[config.mk]
export PLATFORM = sky130hd
export DESIGN_NAME = bcs_queue
export DESIGN_NICKNAME = d
export VERILOG_FILES = /design/src/hw/rtl/bcs_pkg.sv /design/src/hw/rtl/bcs_queue.sv
export SDC_FILE = /design/constraint.sdc
export NUM_CORES = 1
export LEC_CHECK = 0
export CAP_MARGIN = 20
export CORE_UTILIZATION = 40
export CTS_CLUSTER_SIZE = 20
export DETAILED_ROUTE_END_ITERATION = 6
export DONT_BUFFER_PORTS = 1
export PLACE_DENSITY_LB_ADDON = 0.1
export SLEW_MARGIN = 0
export SYNTH_ARGS = -nofsm -noshare
export SYNTH_HDL_FRONTEND = slang
export SYNTH_SLANG_ARGS = --single-unit
[constraint.sdc]
create_clock -name clk -period 12.97 [get_ports clk]
set_clock_uncertainty 0.05 [all_clocks]
set_input_delay 2.594 -clock clk [delete_from_list [all_inputs] [get_ports clk]]
set_output_delay 2.594 -clock clk [all_outputs]
set_load 0.005 [all_outputs]
[src/hw/rtl/bcs_pkg.sv]
// shared types and constants for the batch cosine similarity block
package bcs_pkg;

    localparam int ELEM_W = 16;
    localparam int LEN_W  = 11;
    localparam int QE_W   = 42;
    localparam int DOT_W  = 43;
    localparam int IDX_W  = 16;

    localparam logic [LEN_W-1:0] LEN_RESET = 11'd1024;

    localparam logic OP_QUERY = 1'b0;
    localparam logic OP_CAND  = 1'b1;

    // job queue between front and back
    localparam int QDEPTH = 4;
    localparam int QPTR_W = 2;
    localparam int QCNT_W = 3;

    typedef struct packed {
        logic signed [DOT_W-1:0] dot;
        logic [QE_W-1:0]         qe;
        logic [QE_W-1:0]         ce;
        logic [IDX_W-1:0]        idx;
        logic                    last;
    } bcs_job_t;

    typedef enum logic [2:0] {
        B_IDLE,
        B_MULP,
        B_MULD,
        B_ROOT,
        B_OUT
    } bcs_back_state_t;

endpackage

[src/hw/rtl/bcs_queue.sv]
// short job queue between front and back
module bcs_queue (
    input  logic                        clk,
    input  logic                        rst_n,
    input  logic                        push,
    input  bcs_pkg::bcs_job_t           push_job,
    input  logic                        pop,
    output bcs_pkg::bcs_job_t           head,
    output logic                        not_empty,
    output logic [bcs_pkg::QCNT_W-1:0]  level
);
    import bcs_pkg::*;

    bcs_job_t          entry_reg [QDEPTH];
    logic [QPTR_W-1:0] wr_reg, rd_reg;
    logic [QCNT_W-1:0] level_reg;

    always_ff @(posedge clk or negedge rst_n)
    begin
        if (!rst_n)
        begin
            wr_reg    <= '0;
            rd_reg    <= '0;
            level_reg <= '0;
        end
        else
        begin
            if (push)
                wr_reg <= wr_reg + QPTR_W'(1);
            if (pop)
                rd_reg <= rd_reg + QPTR_W'(1);
            level_reg <= level_reg + QCNT_W'(push) - QCNT_W'(pop);
        end
    end

    always_ff @(posedge clk)
    begin
        if (push)
            entry_reg[wr_reg] <= push_job;
    end

    assign head      = entry_reg[rd_reg];
    assign not_empty = (level_reg != '0);
    assign level     = level_reg;
endmodule

==> flow_summary.json <==
{
  "arrival_ps": 3540,
  "die_h_um": 232,
  "start_util_pct": 40.8,
  "yosys_warnings": 0,
  "outcome": "complete, no violations",
  "clk_pin_slew_ps": 60,
  "cts_buffers": 59,
  "grt_usage_pct": 15.4,
  "hpwl_um": 25100,
  "finalSetupViolations": 0,
  "grt_pass1_vias": 8889,
  "netlist-cell-type-count": 17,
  "clock_latency_ps": 580,
  "antennaDiodeCount": 0,
  "yosys.area.top_type_share_pct": 81.8,
  "areaGrowthSynthToFinish_pct": 12.1,
  "largest_reg_flops": 576,
  "firstDrtPassIters": 4,
  "cts_resized": 0,
  "yosys.area.top_type": "edfxtp_1",
  "layout.nets": 982,
  "tns_ps": 0,
  "grt_pass1_wl_um": 60300,
  "drv_cap": 0,
  "hold_path_class": "reg -> reg",
  "grt_start_max_net_pins": 75,
  "drive_gt1_share_pct": 27.5,
  "rows": 83,
  "crit_path_start_kind": "register",
  "die-area_mm2": 0.0538,
  "cts_hold_buf": 0,
  "syn_avg_cell_area_um2": 26.9,
  "layout_min_cycle_time_ps": 6190,
  "drt-total-wl_um": 41200,
  "grt_use_met3_pct": 6.64,
  "htreeDepth": 2,
  "postCtsSetupRepairBufs": 0,
  "ioPinCount": 296,
  "leakagePower_nw": 7.36,
  "cp-end-kind": "output pin",
  "port-buffer-count": 0,
  "required_ps": 10330,
  "antenna_found_initial": 0,
  "syn_inst": 785,
  "power_density_mw_per_mm2": 227,
  "drc": 0,
  "cts_max_path_buffers": 3,
  "relSlewSlack_pct": 26.3,
  "slew_viol_final": 0,
  "clock.fmax_mhz": 162,
  "top_usage_layer": "met2",
  "drt_iter0_drc": 598,
  "cts_tree": "built",
  "place_congestion": 0.767,
  "finalHoldViolCount": 0,
  "ir_drop_mv": 0.136,
  "syn_area_mm2": 0.0212,
  "yosysSeqAreaShare_pct": 82.6,
  "gr-total-overflow": 0,
  "criticalPathCategory": "reg -> out",
  "fin_crit_sh_pct": 47.7,
  "die_x_um": 232,
  "cts.sinks": 583,
  "crit_path_max_fanout": 43,
  "setup_ws_ps": 6780,
  "rsz0062_at_grt": "no",
  "via_count": 8254,
  "vias_per_cell": 5.31,
  "synth_seq_cells": 583,
  "grt_use_met2_pct": 24.8,
  "ant_nets": 0,
  "core_mm2": 0.0518,
  "synthTopCellsByArea": "edfxtp_1 (82%), mux4_2 (15%), dfrtp_1 (0.83%)",
  "wire_per_inst_um": 26.5,
  "use_met1_pct": 18.7,
  "cts-root-buf": "clkbuf_16",
  "synth_nets": 940,
  "worst_pin_slew_ps": 1110,
  "place_ws_ps": 7240
}
-- stage by stage --
stage | std cells | total power [mW] | util [%] | hold slack (ps) | instance area [um2]
3_5_place_dp | 1446 | 3.87 | 42.2 | 474 | 21900
5_1_grt | 1554 | 5.63 | 45.8 | 512 | 23700
3_3_place_gp | 1446 | 3.83 | 42.2 | 460 | 21900
2_1_floorplan | 785 | 3.56 | - | 444 | 21200
6_report | 1554 | 5.37 | 45.8 | 485 | 23700
4_1_cts | 1554 | 5.48 | 45.8 | 483 | 23700
-- metal layers --
layer	vias to the layer above	wire (um)
li1	3486	-
met1	4439	15500
met2	271	20400
met3	58	4460
met4	0	796
met5	-	0
-- placed cells by master, fill, tap and decap left out --
master and count:
clkbuf_16 59, clkinv_1 22, xnor2_1 3, xor2_1 2
bufinv_16 5, clkinv_2 8, and2_4 4, clkbuf_1 9
buf_4 13, inv_6 2, or3_1 1, ha_1 6
fa_1 1, o21ai_0 1, clkinvlp_4 3, nand2_1 2
inv_1 6, mux4_2 144, dfrtp_1 5, edfxtp_1 576
dfrtp_4 2
-- worst max-delay path, stage by stage, from the launching register on --
cell and delay [ps]:
dfrtp_4 790, buf_4 630, buf_4 800, mux4_2 650
-- final timing paths --
kind / depth (start not counted) / to / start / slack, ps
min in group asynchronous: 0 / level[0] / rst_n / 1650
max in group asynchronous: 0 / rd_reg[1] / rst_n / 11130
worst min register to register: 1 / wr_reg[0] / wr_reg[0] / 490
worst max register to register: 4 / entry_reg[0][92] / wr_reg[1] / 10540
worst max-delay path: 3 / head[88] / rd_reg[0] / 6780
worst min-delay path: 1 / wr_reg[0] / wr_reg[0] / 490
-- cell families after synthesis --
family | share of synthesized area [%]
XOR/XNOR | 0.207
AND/OR/NAND/NOR | 0.183
flip-flops | 82.6
adder cells (fa/ha/maj) | 0.449
multiplexers | 15.3
buffers and inverters | 1.22
AO/OA/AOI/OAI | 0.0236
-- report_power, final --
| part | internal (mW) | switching (mW) | leakage [nW] |
|---|---|---|---|
| clock | 0.926 | 0.675 | 0.884 |
| combinational | 0.511 | 0.684 | 1.10 |
| sequential | 2.47 | 0.104 | 5.37 |
| total | 3.91 | 1.46 | 7.36 |
-- cell usage after synthesis, drive strengths merged --
library cell / number
or3: 1
nand2: 2
ha: 6
buf: 31
and2: 4
inv: 6
dfrtp: 7
o21ai: 1
xor2: 2
clkbuf: 1
edfxtp: 576
mux4: 144
xnor2: 3
fa: 1
-- layout make-up --
class	count	area, um2
tap	680	851
sequential	583	17500
clock inverter	40	313
fill	4207	28100
multi-input combinational	164	3440
timing repair buffer	13	97.6
clock buffer	68	1510
inverter	6	22.5
Note: power is estimated with default switching activity, not from simulation.
