==> src/hw/rtl/bcs_pkg.sv <==
// shared types and constants for the batch cosine similarity block
package bcs_pkg;

    localparam int ELEM_W = 16;
    localparam int LEN_W  = 11;
    localparam int QE_W   = 42;
    localparam int DOT_W  = 43;
    localparam int IDX_W  = 16;

    localparam logic [LEN_W-1:0] LEN_RESET = 11'd1024;

    localparam logic OP_QUERY = 1'b0;
    localparam logic OP_CAND  = 1'b1;

    // job queue between front and back
    localparam int QDEPTH = 4;
    localparam int QPTR_W = 2;
    localparam int QCNT_W = 3;

    typedef struct packed {
        logic signed [DOT_W-1:0] dot;
        logic [QE_W-1:0]         qe;
        logic [QE_W-1:0]         ce;
        logic [IDX_W-1:0]        idx;
        logic                    last;
    } bcs_job_t;

    typedef enum logic [2:0] {
        B_IDLE,
        B_MULP,
        B_MULD,
        B_ROOT,
        B_OUT
    } bcs_back_state_t;

endpackage

==> src/hw/rtl/bcs_back.sv <==
// back end: serial energy and dot products, bitwise root search, output register
module bcs_back (
    input  logic                   clk,
    input  logic                   rst_n,
    input  logic                   not_empty,
    input  bcs_pkg::bcs_job_t      head,
    output logic                   pop,
    output logic                   out_valid,
    input  logic                   out_ready,
    output logic signed [15:0]     score,
    output logic [15:0]            candidate_index,
    output logic                   last_score
);
    import bcs_pkg::*;

    localparam int MA_W = 86;
    localparam int MB_W = 43;
    localparam int P_W  = 84;
    localparam int R_W  = 120;
    localparam logic [5:0] MUL_LAST = 6'd42;

    bcs_back_state_t state_reg, state_next;
    bcs_job_t        job_reg, job_next;
    logic [MA_W-1:0] a_reg, a_next, acc_reg, acc_next, acc_step;
    logic [MB_W-1:0] b_reg, b_next, mag;
    logic [P_W-1:0]  p_reg, p_next;
    logic [R_W-1:0]  s_reg, s_next, x_reg, x_next, pk_reg, pk_next, cand, t_val;
    logic [15:0]     m_reg, m_next;
    logic [3:0]      k_reg, k_next;
    logic [5:0]      cnt_reg, cnt_next;
    logic            fits;

    always_ff @(posedge clk or negedge rst_n)
    begin
        if (!rst_n)
            state_reg <= B_IDLE;
        else
            state_reg <= state_next;
    end

    always_ff @(posedge clk)
    begin
        job_reg <= job_next;
        a_reg   <= a_next;
        b_reg   <= b_next;
        acc_reg <= acc_next;
        p_reg   <= p_next;
        s_reg   <= s_next;
        x_reg   <= x_next;
        pk_reg  <= pk_next;
        m_reg   <= m_next;
        k_reg   <= k_next;
        cnt_reg <= cnt_next;
    end

    assign mag      = job_reg.dot[DOT_W-1] ? MB_W'(-job_reg.dot) : MB_W'(job_reg.dot);
    assign acc_step = acc_reg + (b_reg[0] ? a_reg : '0);
    // x holds m*p shifted by k+1, pk holds p shifted by 2k
    assign cand     = s_reg + x_reg + pk_reg;
    assign t_val    = R_W'({acc_reg, 30'b0});
    assign fits     = (cand <= t_val);

    always_comb
    begin
        state_next = state_reg;
        job_next   = job_reg;
        a_next     = a_reg;
        b_next     = b_reg;
        acc_next   = acc_reg;
        p_next     = p_reg;
        s_next     = s_reg;
        x_next     = x_reg;
        pk_next    = pk_reg;
        m_next     = m_reg;
        k_next     = k_reg;
        cnt_next   = cnt_reg;
        pop        = 1'b0;
        out_valid  = 1'b0;
        unique case (state_reg)
            B_IDLE:
            begin
                if (not_empty)
                begin
                    pop      = 1'b1;
                    job_next = head;
                    a_next   = MA_W'(head.qe);
                    b_next   = MB_W'(head.ce);
                    acc_next = '0;
                    cnt_next = '0;
                    m_next   = '0;
                    if ((head.qe == '0) || (head.ce == '0))
                        state_next = B_OUT;
                    else
                        state_next = B_MULP;
                end
            end
            B_MULP:
            begin
                acc_next = acc_step;
                a_next   = a_reg << 1;
                b_next   = b_reg >> 1;
                cnt_next = cnt_reg + 6'd1;
                if (cnt_reg == MUL_LAST)
                begin
                    p_next     = P_W'(acc_step);
                    a_next     = MA_W'(mag);
                    b_next     = mag;
                    acc_next   = '0;
                    cnt_next   = '0;
                    state_next = B_MULD;
                end
            end
            B_MULD:
            begin
                acc_next = acc_step;
                a_next   = a_reg << 1;
                b_next   = b_reg >> 1;
                cnt_next = cnt_reg + 6'd1;
                if (cnt_reg == MUL_LAST)
                begin
                    s_next     = '0;
                    x_next     = '0;
                    pk_next    = R_W'({p_reg, 30'b0});
                    k_next     = 4'd15;
                    state_next = B_ROOT;
                end
            end
            B_ROOT:
            begin
                pk_next = pk_reg >> 2;
                x_next  = x_reg >> 1;
                if (fits)
                begin
                    s_next        = cand;
                    x_next        = (x_reg >> 1) + pk_reg;
                    m_next[k_reg] = 1'b1;
                end
                k_next = k_reg - 4'd1;
                // full scale reached on the top bit: nothing more can fit
                if ((k_reg == 4'd0) || ((k_reg == 4'd15) && fits))
                    state_next = B_OUT;
            end
            B_OUT:
            begin
                out_valid = 1'b1;
                if (out_ready)
                    state_next = B_IDLE;
            end
            default:
            begin
                state_next = B_IDLE;
            end
        endcase
    end

    assign score = job_reg.dot[DOT_W-1] ? -signed'(m_reg) :
                   (m_reg[15] ? 16'sd32767 : signed'(m_reg));
    assign candidate_index = job_reg.idx;
    assign last_score      = job_reg.last;
endmodule

==> config.mk <==
export PLATFORM = sky130hd
export DESIGN_NAME = bcs_back
export DESIGN_NICKNAME = d
export VERILOG_FILES = /design/src/hw/rtl/bcs_pkg.sv /design/src/hw/rtl/bcs_back.sv
export SDC_FILE = /design/constraint.sdc
export NUM_CORES = 2
export LEC_CHECK = 0
export ABC_CLOCK_PERIOD_IN_PS = 22200
export BUFFER_PORTS_ARGS = -buffer_cell sky130_fd_sc_hd__clkbuf_2
export CORE_MARGIN = 8
export CORE_UTILIZATION = 55
export DETAILED_ROUTE_END_ITERATION = 16
export PLACE_DENSITY = 0.72
export SLEW_MARGIN = 40
export SYNTH_ARGS = -nofsm -noshare
export SYNTH_HDL_FRONTEND = slang
export SYNTH_SLANG_ARGS = --single-unit
==> constraint.sdc <==
create_clock -name clk -period 22.2 [get_ports clk]
set_clock_uncertainty 0.15 [all_clocks]
set_input_delay 4.44 -clock clk [delete_from_list [all_inputs] [get_ports clk]]
set_output_delay 4.44 -clock clk [all_outputs]
set_load 0.01 [all_outputs]
==> impl_metrics.ini <==
[floorplanning]
die-width_um = 336.7
die_h_um = 336.7
initial_core_util_pct = 55.51
dieArea_um2 = 113400
rows = 117
core_area_um2 = 101900
io_pins = 183

[detailed_routing]
drc_errors = 0
dr.pass1.iters = 6
wire_per_inst_um = 23.40
drt_iter0_drc = 5370
routed_wl_mm = 173.0
avgViaCountPerCell = 6.387
vias = 47220
final_antenna_net_count = 0

[global_route]
antenna_found_initial = 4
grt-ovfl-total = 0
grt_max_degree = 151
grt_pass1_vias = 44960
track_usage_pct = 29.63
grt_pass1_wl_mm = 264.9

[layout]
fillers = 8755
multi_input_area_um2 = 32160
ff_latch_area_um2 = 22270
layout.nets = 6632
drive_gt1_share_pct = 7.059
area_growth_pct = 8.340

[logic_synthesis]
synth-edff-count = 739
syn_nets = 6664
syn-mean-instance-area_um2 = 9.454
synth_area_leaders = edfxtp_1, ha_1, a21oi_1
yosys_most_used_dff = edfxtp_1
synth_top_area_share_pct = 39.23
synth_most_common_cell = edfxtp_1
yosys_warnings = 0
syn_inst = 5983
ys_seq_area_share_pct = 39.37
synth.largest_area_cell = edfxtp_1
ys_seq_elements = 742
synth_top_cells_by_count = edfxtp_1, nand2_1, a21oi_1
synthDistinctLibCells = 91
ys_async_sr_fraction_pct = 0.4043
synth_area_um2 = 56560

[cts]
worstSkewPairLatency_ns = 0.68
cts.sinks = 742
root_buffer = clkbuf_16
cts_buffers = 85
cts_max_level = 3
clockBufferDepth = 3
post_cts_buffers = 0
cts_resized = 0
cts_tree = done
cts_hold_buf = 0
clk_pin_slew_worst_paths_ns = 0.06

[flow_run]
maxCapViolCount = 0

[sta]
fmax_ghz = 0.08908
finalHoldViolations = 0
setup_tns_ns = 0
finalSetupViolCount = 0
period_share_pct = 50.57
relSlewSlack_pct = 41.76
drv_slew = 0
worst_slew_pin_slew_ns = 0.8645
fin_crit_ns = 11.23
rsz0062_at_grt = false

[critical_path]
crit_buf_inv = 2
slowest_stage = buf_4
cp.required_ns = 22.35
critPathMaxFanout = 50
crit_type = reg -> reg
max_stage_delay_ns = 0.70
r2r_setup_slack_ns = 10.97
crit_arrival_ns = 11.38
cpLargestDelayFamily = compound AO/OA/AOI/OAI gates
worst_setup_path_end_kind = register
crit_path_start_kind = register

[placement]
dp_hpwl_mm = 133.9
numPortBuffers = 182
gp_congestion = 0.9888

[outcome]
outcome = completed

[hold_path]
worst_hold_path_type = reg -> reg
-- per-stage QoR --
stage / util, % / area, µm² / instances / worst slack [ns] / hold WS [ns]
6_report: 60.14 / 61280 / 7393 / 10.97 / 0.3636
5_1_grt: 60.14 / 61270 / 7391 / 10.41 / 0.3865
4_1_cts: 60.09 / 61220 / 7387 / 10.78 / 0.3655
3_5_place_dp: 57.23 / 58310 / 7230 / 10.84 / 0.3510
3_3_place_gp: 57.10 / 58170 / 7225 / 10.67 / 0.3470
2_1_floorplan: - / 56560 / 5983 / 1.627 / 0.3408
-- placed cells by master, fill, tap and decap left out, types with 182 or more instances in the layout --
master and count:
inv_1 221, a21o_1 234, nand2_1 613, edfxtp_1 739, and2_1 319, a21oi_1 587
nor2_1 299, clkbuf_2 182, xnor2_1 204, nand3_1 184, ha_1 416, o21ai_0 297
-- worst reg2reg max path: cells and delay by family, from the launching register on --
kind,cells,cell delay (ns)
AND/OR/NAND/NOR,10,3.32
XOR/XNOR,1,0.17
flip-flops,1,0.44
AO/OA/AOI/OAI,12,3.92
adder cells (fa/ha/maj),4,1.51
buffers and inverters,2,1.30
-- layer usage --
metal / global-route usage (%) / wire length, µm / share of wire [%]
met5: 0 / 20 / 0.012
met4: 9.798 / 6068 / 3.5
met1: 44.11 / 77800 / 45
met2: 43.65 / 72920 / 42
met3: 5.166 / 16160 / 9.3
-- kinds of logic after synthesis --
kind of cell	count (synthesis)	synth area share [%]
adders and majority gates	533	13.34
muxes	17	0.3075
xor gates and xnor gates	332	5.141
AOI/OAI and AO/OA	1795	20.22
and+or+nand+nor	1994	17.64
DFF	742	39.37
buffers and inverters	570	3.986
-- final timing paths --
check / startpoint / to / depth (start not counted)
max reg2reg: x_reg[1]$_SDFFCE_PN0P_ / s_reg[99]$_SDFFCE_PN0P_ / 29
min: p_reg[32]$_DFFE_PP_ / pk_reg[62]$_DFFE_PP_ / 2
max: x_reg[1]$_SDFFCE_PN0P_ / s_reg[99]$_SDFFCE_PN0P_ / 29
min in group asynchronous: rst_n / state_reg[2]$_DFFE_PN0P_ / 1
max in group asynchronous: rst_n / state_reg[0]$_DFFE_PN0P_ / 1
min reg2reg: p_reg[32]$_DFFE_PP_ / pk_reg[62]$_DFFE_PP_ / 2
-- final cells by class --
type                    count  area share [%]
multi-input cells        4671           52.49
well taps                1368           2.793
flip-flops and latches    742           36.34
inverters                 223           1.368
repair buffers            228           2.242
diodes                      4         0.01633
clock buffers             102           3.645
clock inverters            55           1.111
Power is left out: the tool's default activity adds up to more than one toggle a clock period on the data nets, which glitch-free logic cannot reach.
